$ cat src/design/dstc_pkg.sv
// shared constants and functions for the dst rule time zone converter
package dstc_pkg;
  localparam int unsigned TimeBitsDefault = 32;
  localparam int unsigned SecsDay = 86400;
  localparam int unsigned SecsYear = 31536000;
  localparam int unsigned SecsLeapYear = 31622400;
  localparam int unsigned EpochYear = 1970;
  // weekday index of 1 jan 1970, counted as (days + 4) % 7
  localparam logic [2:0] EpochWday = 3'd4;

  localparam logic [1:0] RegDstRule = 2'd0;
  localparam logic [1:0] RegStdRule = 2'd1;
  localparam logic [1:0] RegDstOff  = 2'd2;
  localparam logic [1:0] RegStdOff  = 2'd3;

  localparam logic [14:0] DstRuleReset = 15'd6178;
  localparam logic [14:0] StdRuleReset = 15'd20515;
  localparam logic [10:0] DstOffReset  = 11'd120;
  localparam logic [10:0] StdOffReset  = 11'd60;

  // cumulative days before month m (1..12), non-leap year
  function automatic logic [8:0] month_base(input logic [3:0] m);
    logic [8:0] r;
    r = 9'd0;
    case (m)
      4'd1: r = 9'd0;
      4'd2: r = 9'd31;
      4'd3: r = 9'd59;
      4'd4: r = 9'd90;
      4'd5: r = 9'd120;
      4'd6: r = 9'd151;
      4'd7: r = 9'd181;
      4'd8: r = 9'd212;
      4'd9: r = 9'd243;
      4'd10: r = 9'd273;
      4'd11: r = 9'd304;
      4'd12: r = 9'd334;
      default: r = 9'd0;
    endcase
    return r;
  endfunction

  // month_base(m) modulo 7
  function automatic logic [2:0] month_wd(input logic [3:0] m);
    logic [2:0] r;
    r = 3'd0;
    case (m)
      4'd1: r = 3'd0;
      4'd2: r = 3'd3;
      4'd3: r = 3'd3;
      4'd4: r = 3'd6;
      4'd5: r = 3'd1;
      4'd6: r = 3'd4;
      4'd7: r = 3'd6;
      4'd8: r = 3'd2;
      4'd9: r = 3'd5;
      4'd10: r = 3'd0;
      4'd11: r = 3'd3;
      4'd12: r = 3'd5;
      default: r = 3'd0;
    endcase
    return r;
  endfunction

  // century by reciprocal multiplication, exact for 12-bit years
  function automatic logic is_leap(input logic [11:0] y);
    logic [6:0] c;
    c = 7'((25'(y) * 25'd5243) >> 19);
    return (y[1:0] == 2'b00) && ((y != 12'(c) * 12'd100) || (c[1:0] == 2'b00));
  endfunction
endpackage

$ cat src/design/dstc_if.sv
// valid/ready channel interfaces for items, results and configuration
interface dstc_in_if;
  logic        valid;
  logic        ready;
  logic        mode;
  logic [31:0] time_in;
  modport source (output valid, mode, time_in, input ready);
  modport sink (input valid, mode, time_in, output ready);
endinterface

interface dstc_out_if;
  logic        valid;
  logic        ready;
  logic [31:0] time_out;
  logic        is_dst;
  modport source (output valid, time_out, is_dst, input ready);
  modport sink (input valid, time_out, is_dst, output ready);
endinterface

interface dstc_cfg_if;
  logic        valid;
  logic        ready;
  logic [1:0]  index;
  logic [15:0] data;
  modport source (output valid, index, data, input ready);
  modport sink (input valid, index, data, output ready);
endinterface

$ cat src/design/dstc_year_unit.sv
// iterative year-of-time and days-to-year unit, one year per cycle
module dstc_year_unit #(
  parameter int unsigned TimeBits = dstc_pkg::TimeBitsDefault
) (
  input  logic                clk_i,
  input  logic                rst_ni,
  input  logic                start_i,
  input  logic                find_i,      // 1: find year of secs_i, 0: days before year_i
  input  logic [TimeBits-1:0] secs_i,
  input  logic [11:0]         year_i,
  output logic                done_o,
  output logic [11:0]         year_o,
  output logic [TimeBits-1:0] base_o,      // days from epoch to 1 Jan of year_o
  output logic [2:0]          wday_o       // (base_o + 4) % 7
);
  logic                busy_q, busy_d, find_q, find_d;
  logic [TimeBits-1:0] rem_q, rem_d, base_q, base_d;
  logic [11:0]         y_q, y_d, tgt_q, tgt_d;
  logic [2:0]          wd_q, wd_d;
  logic                leap;
  logic [8:0]          ylen;
  logic [TimeBits-1:0] ysecs;
  logic [3:0]          wsum;

  assign leap  = dstc_pkg::is_leap(y_q);
  assign ylen  = leap ? 9'd366 : 9'd365;
  assign ysecs = leap ? TimeBits'(dstc_pkg::SecsLeapYear) : TimeBits'(dstc_pkg::SecsYear);
  // a year moves the weekday on by its length modulo 7
  assign wsum  = 4'(wd_q) + (leap ? 4'd2 : 4'd1);

  always_comb begin
    busy_d = busy_q;
    find_d = find_q;
    rem_d  = rem_q;
    base_d = base_q;
    y_d    = y_q;
    tgt_d  = tgt_q;
    wd_d   = wd_q;
    done_o = 1'b0;
    if (start_i) begin
      busy_d = 1'b1;
      find_d = find_i;
      rem_d  = secs_i;
      tgt_d  = year_i;
      base_d = '0;
      y_d    = 12'(dstc_pkg::EpochYear);
      wd_d   = dstc_pkg::EpochWday;
    end else if (busy_q) begin
      if (find_q ? (rem_q < ysecs) : (y_q >= tgt_q)) begin
        busy_d = 1'b0;
        done_o = 1'b1;
      end else begin
        rem_d  = rem_q - ysecs;
        base_d = base_q + TimeBits'(ylen);
        y_d    = y_q + 12'd1;
        wd_d   = (wsum >= 4'd7) ? 3'(wsum - 4'd7) : 3'(wsum);
      end
    end
  end

  always_ff @(posedge clk_i or negedge rst_ni) begin
    if (!rst_ni) begin
      busy_q <= 1'b0;
    end else begin
      busy_q <= busy_d;
    end
  end

  always_ff @(posedge clk_i) begin
    find_q <= find_d;
    rem_q  <= rem_d;
    base_q <= base_d;
    y_q    <= y_d;
    tgt_q  <= tgt_d;
    wd_q   <= wd_d;
  end

  assign year_o = y_q;
  assign base_o = base_q;
  assign wday_o = wd_q;
endmodule

$ cat src/design/dst_rule_time_zone_converter.sv
// top level of the dst rule time zone converter
// use: send a word on in_if (mode, time_in); one word comes back on out_if
// with the converted time and the daylight saving flag.
// config words on cfg_if set the two rules and two offsets (index 0..3);
// a write made while idle forces a recompute of the cached start instants.
// timing: the year of the item is found by a shared year unit that steps
// one year per cycle by subtracting year lengths in seconds.
// on a year change or after a config write, each rule takes another pass
// of the year unit, which runs one year further for a last week of december.
// one item is taken at a time: in_if.ready is high only in idle with the
// output register empty, so the next word can go in the cycle after the
// result is taken.
// the result sits in an output register until out_if.ready takes it;
// the block waits there while the receiver stalls.
// reset clears the cache valid flag and loads the default rules
// (last sunday of march 02:00, last sunday of october 03:00, +120/+60 min).
module dst_rule_time_zone_converter #(
  parameter int unsigned TimeBits = dstc_pkg::TimeBitsDefault
) (
  input  logic        clk_i,
  input  logic        rst_ni,
  dstc_in_if.sink     in_if,
  dstc_out_if.source  out_if,
  dstc_cfg_if.sink    cfg_if
);
  typedef enum logic [3:0] {
    S_IDLE, S_YEAR, S_WAIT_YEAR, S_CHECK, S_RULE, S_RULE_YEAR, S_RULE_DAY,
    S_RULE_DOW, S_RULE_FIN, S_UTC, S_DECIDE, S_OUT
  } state_e;

  state_e state_q;
  logic [14:0] dst_rule_q, std_rule_q;
  logic [10:0] dst_off_q, std_off_q;
  logic        valid_q;
  logic [11:0] cyear_q;
  logic [TimeBits-1:0] dst_loc_q, std_loc_q, dst_utc_q, std_utc_q;
  logic        mode_q;
  logic [31:0] tin_q;
  logic [11:0] year_q;
  logic        which_q;              // 0: dst rule, 1: std rule
  logic [TimeBits-1:0] t_q;          // rule instant being built
  logic [TimeBits-1:0] tdays_q;      // its day number
  logic [2:0]  wd_q;                 // (day of t_q + 4) % 7
  logic [3:0]  mon_q;
  logic [2:0]  week_q;
  logic        last_q;
  logic        dst_q;
  logic [31:0] tout_q;
  logic        ovalid_q;

  // year unit
  logic                yu_start, yu_find, yu_done;
  logic [TimeBits-1:0] yu_secs, yu_base;
  logic [11:0]         yu_year_in, yu_year;
  logic [2:0]          yu_wd;

  dstc_year_unit #(.TimeBits(TimeBits)) u_year (
    .clk_i, .rst_ni,
    .start_i(yu_start), .find_i(yu_find), .secs_i(yu_secs), .year_i(yu_year_in),
    .done_o(yu_done), .year_o(yu_year), .base_o(yu_base), .wday_o(yu_wd)
  );

  logic cfg_fire, in_fire;
  assign cfg_if.ready = 1'b1;
  assign cfg_fire = cfg_if.valid && cfg_if.ready;
  assign in_if.ready = (state_q == S_IDLE) && !ovalid_q;
  assign in_fire = in_if.valid && in_if.ready;
  assign out_if.valid = ovalid_q;
  assign out_if.time_out = tout_q;
  assign out_if.is_dst = dst_q;

  // current rule fields
  logic [14:0] rule;
  logic [4:0]  r_hour;
  logic [2:0]  r_dow, r_week;
  logic [3:0]  r_mon, mon_cl;
  assign rule   = which_q ? std_rule_q : dst_rule_q;
  assign r_hour = rule[4:0];
  assign r_dow  = rule[7:5];
  assign r_week = rule[10:8];
  assign r_mon  = rule[14:11];
  assign mon_cl = (r_mon == 4'd0) ? 4'd1 : ((r_mon > 4'd12) ? 4'd12 : r_mon);

  // offset in seconds, sign extended
  function automatic logic [TimeBits-1:0] off_secs(input logic [10:0] m);
    return TimeBits'($signed({{(TimeBits-11){m[10]}}, m}) * $signed(TimeBits'(60)));
  endfunction

  // weekday of the first day of the month, plus a day when the hour runs past 23
  logic [TimeBits-1:0] hrs_secs;
  logic                leap_adj;
  logic [3:0]          wsum;
  logic [2:0]          wd_fold;
  logic [2:0]          delta;
  assign hrs_secs = TimeBits'(r_hour) * TimeBits'(3600);
  assign leap_adj = (mon_q > 4'd2) && dstc_pkg::is_leap(yu_year);
  assign wsum = 4'(yu_wd) + 4'(dstc_pkg::month_wd(mon_q)) + 4'(leap_adj)
                + 4'(r_hour >= 5'd24);
  assign wd_fold = (wsum >= 4'd14) ? 3'(wsum - 4'd14)
                 : ((wsum >= 4'd7) ? 3'(wsum - 4'd7) : 3'(wsum));
  // (dow + 7 - (wd+1)) % 7
  logic [3:0] dtmp;
  assign dtmp = 4'(r_dow) + 4'd6 - 4'(wd_q);
  assign delta = (dtmp >= 4'd7) ? 3'(dtmp - 4'd7) : 3'(dtmp);

  function automatic logic in_dst(input logic [TimeBits-1:0] t,
                                  input logic [TimeBits-1:0] ds,
                                  input logic [TimeBits-1:0] ss);
    if (ss > ds) return (t >= ds) && (t < ss);
    return !((t >= ss) && (t < ds));
  endfunction

  logic dst_now;
  assign dst_now = mode_q ? in_dst(TimeBits'(tin_q), dst_loc_q, std_loc_q)
                          : in_dst(TimeBits'(tin_q), dst_utc_q, std_utc_q);

  always_comb begin
    yu_start   = 1'b0;
    yu_find    = 1'b1;
    yu_secs    = TimeBits'(tin_q);
    yu_year_in = year_q;
    if (state_q == S_YEAR) yu_start = 1'b1;
    if (state_q == S_RULE) begin
      yu_start = 1'b1;
      yu_find  = 1'b0;
      yu_year_in = (r_week == 3'd0 && mon_cl == 4'd12) ? year_q + 12'd1 : year_q;
    end
  end

  logic [3:0] mon_n;
  assign mon_n = (r_week == 3'd0) ? ((mon_cl == 4'd12) ? 4'd1 : mon_cl + 4'd1) : mon_cl;

  always_ff @(posedge clk_i or negedge rst_ni) begin
    if (!rst_ni) begin
      state_q    <= S_IDLE;
      dst_rule_q <= dstc_pkg::DstRuleReset;
      std_rule_q <= dstc_pkg::StdRuleReset;
      dst_off_q  <= dstc_pkg::DstOffReset;
      std_off_q  <= dstc_pkg::StdOffReset;
      valid_q    <= 1'b0;
      ovalid_q   <= 1'b0;
      cyear_q    <= '0;
    end else begin
      if (out_if.valid && out_if.ready) ovalid_q <= 1'b0;
      if (cfg_fire) begin
        valid_q <= 1'b0;
        unique case (cfg_if.index)
          dstc_pkg::RegDstRule: dst_rule_q <= cfg_if.data[14:0];
          dstc_pkg::RegStdRule: std_rule_q <= cfg_if.data[14:0];
          dstc_pkg::RegDstOff:  dst_off_q  <= cfg_if.data[10:0];
          dstc_pkg::RegStdOff:  std_off_q  <= cfg_if.data[10:0];
          default: ;
        endcase
      end
      unique case (state_q)
        S_IDLE: if (in_fire) begin
          mode_q  <= in_if.mode;
          tin_q   <= in_if.time_in;
          state_q <= S_YEAR;
        end
        S_YEAR: state_q <= S_WAIT_YEAR;
        S_WAIT_YEAR: if (yu_done) begin
          year_q  <= yu_year;
          state_q <= S_CHECK;
        end
        S_CHECK: begin
          which_q <= 1'b0;
          state_q <= (valid_q && cyear_q == year_q) ? S_DECIDE : S_RULE;
        end
        S_RULE: begin
          mon_q   <= mon_n;
          last_q  <= (r_week == 3'd0);
          week_q  <= (r_week == 3'd0) ? 3'd1 : r_week;
          state_q <= S_RULE_YEAR;
        end
        S_RULE_YEAR: if (yu_done) begin
          tdays_q <= yu_base + TimeBits'(dstc_pkg::month_base(mon_q)) + TimeBits'(leap_adj);
          wd_q    <= wd_fold;
          state_q <= S_RULE_DAY;
        end
        S_RULE_DAY: begin
          t_q     <= tdays_q * TimeBits'(dstc_pkg::SecsDay) + hrs_secs;
          state_q <= S_RULE_DOW;
        end
        S_RULE_DOW: begin
          t_q <= t_q + (TimeBits'(7) * TimeBits'(week_q - 3'd1) + TimeBits'(delta))
                       * TimeBits'(dstc_pkg::SecsDay);
          state_q <= S_RULE_FIN;
        end
        S_RULE_FIN: begin
          if (!which_q) begin
            dst_loc_q <= last_q ? t_q - TimeBits'(7 * dstc_pkg::SecsDay) : t_q;
            which_q   <= 1'b1;
            state_q   <= S_RULE;
          end else begin
            std_loc_q <= last_q ? t_q - TimeBits'(7 * dstc_pkg::SecsDay) : t_q;
            state_q   <= S_UTC;
          end
        end
        S_UTC: begin
          dst_utc_q <= dst_loc_q - off_secs(std_off_q);
          std_utc_q <= std_loc_q - off_secs(dst_off_q);
          cyear_q   <= year_q;
          valid_q   <= 1'b1;
          state_q   <= S_DECIDE;
        end
        S_DECIDE: begin
          dst_q   <= dst_now;
          tout_q  <= mode_q
            ? tin_q - 32'(off_secs(dst_now ? dst_off_q : std_off_q))
            : tin_q + 32'(off_secs(dst_now ? dst_off_q : std_off_q));
          state_q <= S_OUT;
        end
        S_OUT: begin
          ovalid_q <= 1'b1;
          state_q  <= S_IDLE;
        end
        default: state_q <= S_IDLE;
      endcase
    end
  end

  a_busy_not_ready: assert property (@(posedge clk_i) disable iff (!rst_ni)
    (state_q != S_IDLE) |-> !in_if.ready) else $error("ready while busy");
  a_out_after_decide: assert property (@(posedge clk_i) disable iff (!rst_ni)
    $rose(ovalid_q) |-> $past(state_q == S_OUT)) else $error("result without decide");
  a_cfg_clears: assert property (@(posedge clk_i) disable iff (!rst_ni)
    (cfg_fire && state_q == S_IDLE) |=> !valid_q) else $error("cache not cleared");
endmodule
$ cat src/flat_wrapper.sv
// flat-port wrapper written by rule: the top's interface ports become plain ports
module dst_rule_time_zone_converter_flat 
#(
  parameter int unsigned TimeBits = dstc_pkg::TimeBitsDefault
)
  (clk_i, rst_ni, in_if_valid, in_if_mode, in_if_time_in, in_if_ready, out_if_valid, out_if_time_out, out_if_is_dst, out_if_ready, cfg_if_valid, cfg_if_index, cfg_if_data, cfg_if_ready);
  dstc_in_if in_if_i ();
  dstc_out_if out_if_i ();
  dstc_cfg_if cfg_if_i ();
  input  logic clk_i;
  input  logic rst_ni;
  input wire logic [$bits(in_if_i.valid)-1:0] in_if_valid;
  input wire logic [$bits(in_if_i.mode)-1:0] in_if_mode;
  input wire logic [$bits(in_if_i.time_in)-1:0] in_if_time_in;
  output wire logic [$bits(in_if_i.ready)-1:0] in_if_ready;
  output wire logic [$bits(out_if_i.valid)-1:0] out_if_valid;
  output wire logic [$bits(out_if_i.time_out)-1:0] out_if_time_out;
  output wire logic [$bits(out_if_i.is_dst)-1:0] out_if_is_dst;
  input wire logic [$bits(out_if_i.ready)-1:0] out_if_ready;
  input wire logic [$bits(cfg_if_i.valid)-1:0] cfg_if_valid;
  input wire logic [$bits(cfg_if_i.index)-1:0] cfg_if_index;
  input wire logic [$bits(cfg_if_i.data)-1:0] cfg_if_data;
  output wire logic [$bits(cfg_if_i.ready)-1:0] cfg_if_ready;
  assign in_if_i.valid = in_if_valid;
  assign in_if_i.mode = in_if_mode;
  assign in_if_i.time_in = in_if_time_in;
  assign in_if_ready = in_if_i.ready;
  assign out_if_valid = out_if_i.valid;
  assign out_if_time_out = out_if_i.time_out;
  assign out_if_is_dst = out_if_i.is_dst;
  assign out_if_i.ready = out_if_ready;
  assign cfg_if_i.valid = cfg_if_valid;
  assign cfg_if_i.index = cfg_if_index;
  assign cfg_if_i.data = cfg_if_data;
  assign cfg_if_ready = cfg_if_i.ready;
  dst_rule_time_zone_converter #(.TimeBits(TimeBits)) u_core (.clk_i(clk_i), .rst_ni(rst_ni), .in_if(in_if_i), .out_if(out_if_i), .cfg_if(cfg_if_i));
endmodule
$ cat config.mk
export PLATFORM = sky130hd
export DESIGN_NAME = dst_rule_time_zone_converter_flat
export DESIGN_NICKNAME = d
export VERILOG_FILES = /design/src/design/dstc_pkg.sv /design/src/design/dstc_if.sv /design/src/design/dstc_year_unit.sv /design/src/design/dst_rule_time_zone_converter.sv /design/src/flat_wrapper.sv
export SDC_FILE = /design/constraint.sdc
export NUM_CORES = 2
export LEC_CHECK = 0
export BUFFER_PORTS_ARGS = -buffer_cell sky130_fd_sc_hd__buf_2
export CORE_ASPECT_RATIO = 1.1
export CORE_MARGIN = 5
export CORE_UTILIZATION = 52
export CTS_CLUSTER_DIAMETER = 40
export DETAILED_ROUTE_END_ITERATION = 16
export HOLD_SLACK_MARGIN = 0.12
export PLACE_DENSITY_LB_ADDON = 0.3
export SYNTH_ARGS = -nofsm -noshare
export SYNTH_HDL_FRONTEND = slang
export SYNTH_SLANG_ARGS = --single-unit
$ cat constraint.sdc
create_clock -name clk_i -period 12 [get_ports clk_i]
set_input_delay 0.6 -clock clk_i [delete_from_list [all_inputs] [get_ports clk_i]]
set_output_delay 0.6 -clock clk_i [all_outputs]
set_load 0.005 [all_outputs]
==> results_dict.tcl <==
set metrics [dict create \
    setup_viol_count_final 0 \
    slew-limit-headroom_pct 21.2 \
    grt_antenna_before_repair 1 \
    endpoint_kind "register" \
    timing.critical_path.max_delay_family "adder cells" \
    critPathMostFrequentCell "fa_1" \
    crit_path_max_fanout 28 \
    core_region_area_um2 80500 \
    io_pins 92 \
    finish.utilization_pct 58.3 \
    setup_repair_after_global_routing_missed_its_margin "no" \
    final_hold_viol_count 0 \
    drt_pre_antenna_iters 7 \
    grt_pass1_wl_mm 157 \
    synth_edf_count 297 \
    ys_top_cells_by_area "edfxtp_1, ha_1, fa_1" \
    placement.setup.worst_slack_ps -40.0 \
    clkTransAtPathRegs_ps 60 \
    finalSetupTns_ps 0 \
    viasPerCell 5.51 \
    place.detailed.hpwl_mm 78.7 \
    maxCapViolCount 0 \
    min_period_over_period_pct 94.1 \
    final_layout_size_suffix_gt1_share_pct 8.47 \
    synth_largest_area_cell "edfxtp_1" \
    netlist.area_leader.share_pct 21.1 \
    vias 31300 \
    avgRoutedWirePerCell_um 17.2 \
    syn-mean-instance-area_um2 9.58 \
    fp-row-count 109 \
    worstSetupPathType "reg -> reg" \
    syn_to_final_growth_pct 10.9 \
    cts.htree.levels 3 \
    totalWireLength_mm 97.9 \
    timing.critical_path.required_ps 12280 \
    grt_pass1_vias 31300 \
    startpoint_type "register" \
    port_buffers 89 \
    synth_async_sr_flop_share_pct 16.9 \
    max_freq_mhz 88.6 \
    first_iter_violations 1704 \
    crit_arrival_ps 11570 \
    synthFlopType "edfxtp_1" \
    whs_path_depth 1 \
    path_depth 43 \
    post_layout_minimum_cycle_time_ps 11290 \
    critPathMaxStageDelay_ps 630 \
    worstSkewPairLatency_ps 640 \
    worstHoldPathType "in -> reg" \
    tritoncts "done" \
    yosysUniqueCellTypes 79 \
    yosysWarningCount 0 \
    slowest_stage "fa_1" \
    numClockSinks 420 \
    timing_max_transition_violations_final 0 \
    timing.clock.skew_ps 53.5 \
    synthesis.area_um2 42300 \
    place.gp.congestion 0.914 \
    synth_seq_area_share_pct 27.8 \
    fin_hold_ws_ps 152 \
    worstMarginPinSlew_ps 1180 \
    ant_nets 0 \
    dieArea_um2 87100 \
    grt-ovfl-total 0 \
    die_y_um 309 \
    worst-path-buf-inv 6 \
    synth-seq-cells 420 \
    post-route-drc-count 0 \
    clock_tree.buffer_depth 3 \
    antenna-diode-count 0 \
    cts-root-buf "clkbuf_16" \
    effective_utilization_at_floorplan_pct 52.5 \
    cts_inserted_buffers 70 \
    fp.dieW_um 282 \
    final_critical_path_setup_slack_ps 712 \
    grt_max_degree 61 \
    status "finished clean" \
    groute.usage.overall_pct 22.4 \
    post_synthesis_net_count 5378 \
    nets 5535 \
    synthCells 4412 \
    r2r.worst_path.cells 43 \
]
## cell type report
| class | count | area [um^2] |
|---|---|---|
| clock inverters | 52 | 667 |
| inverters | 786 | 2950 |
| flip-flops and latches | 420 | 11800 |
| clock buffers | 77 | 1800 |
| multi-input cells | 3139 | 27400 |
| repair buffers | 152 | 986 |
| well taps | 1054 | 1320 |
| fillers | 6911 | 33600 |
## routing by layer
| metal | up-vias | part of all wire [%] | track usage [%] |
|---|---|---|---|
| met3 | 216 | 3.6 | 2.48 |
| met4 | 0 | 5.2 | 10.4 |
| met5 | - | 0 | 0 |
| met1 | 14900 | 43 | 27.7 |
| met2 | 620 | 49 | 39.3 |
| li1 | 15600 | - | - |
## cell families after synthesis
family | Yosys count | synth area share [%]
compound gates | 842 | 12.7
flops | 420 | 27.8
simple gates | 893 | 10.4
other cells | 2 | 0.0178
buf+inv | 853 | 7.59
mux | 125 | 3.19
fa+ha+maj | 910 | 30.6
xor+xnor | 367 | 7.62
## placed cells by master (no fill, tap or decap), types with 83 or more instances in the layout
cell type,synthesis,layout
inv_1,784,782
ha_1,703,703
edfxtp_1,297,297
a21oi_1,266,266
xnor2_1,258,258
nor2_1,241,239
fa_1,207,207
nand2_1,198,198
o21ai_0,171,169
xor2_1,108,108
a21o_1,91,91
buf_2,2,88
nand3_1,83,83
## cell usage after synthesis, types with 75 or more instances
| cell type | number |
|---|---|
| o21ai_0 | 171 |
| a21o_1 | 91 |
| xor2_1 | 108 |
| ha_1 | 703 |
| xnor2_1 | 258 |
| fa_1 | 207 |
| nor2_1 | 241 |
| mux2_2 | 75 |
| edfxtp_1 | 297 |
| nand3_1 | 83 |
| a21oi_1 | 266 |
| inv_1 | 784 |
| nand2_1 | 198 |
## registers in the layout, indices dropped and copies added, names as in the netlist, 15 cells and up, named ones only
| name | flops |
|---|---|
| u_core.std_utc_q | 30 |
| u_core.u_year.rem_q | 25 |
| u_core.dst_loc_q | 28 |
| u_core.u_year.base_o | 25 |
| u_core.std_loc_q | 28 |
| u_core.tin_q | 32 |
| u_core.dst_utc_q | 30 |
| u_core.t_q | 28 |
| u_core.tdays_q | 25 |
| u_core.dst_rule_q | 15 |
| u_core.std_rule_q | 15 |
| u_core.out_if.time_out | 32 |
## stage by stage
stage	instance area (um^2)	std cells
after floorplan	42300	4412
after global placement	44100	5527
after detailed placement	44100	5527
after CTS	46800	5679
after global routing	46900	5680
final	46900	5680
## repair_timing
item	in CTS	in global routing
setup endpoints to repair	28	110
endpoints found under the hold margin	41	0
buffers inserted	0	1
hold buffers	23	0
pin swaps	0	1
gates cloned	0	0
gates resized for setup	2	11
## path summary, 6_finish.rpt
path                                          from             endpoint  slack, ps
setup / recovery           u_core.u_year.year_o[6]       u_core.wd_q[0]        710
hold / removal                    in_if_time_in[9]      u_core.tin_q[9]        150
setup reg to reg           u_core.u_year.year_o[6]       u_core.wd_q[0]        710
hold reg to reg                      u_core.t_q[6]  u_core.dst_loc_q[6]        430
max in group asynchronous                   rst_ni  u_core.dst_off_q[1]      10480
min in group asynchronous                   rst_ni    u_core.cyear_q[1]        500
Power is left out: the tool's default activity adds up to more than one toggle a clock period on the data nets, which glitch-free logic cannot reach.
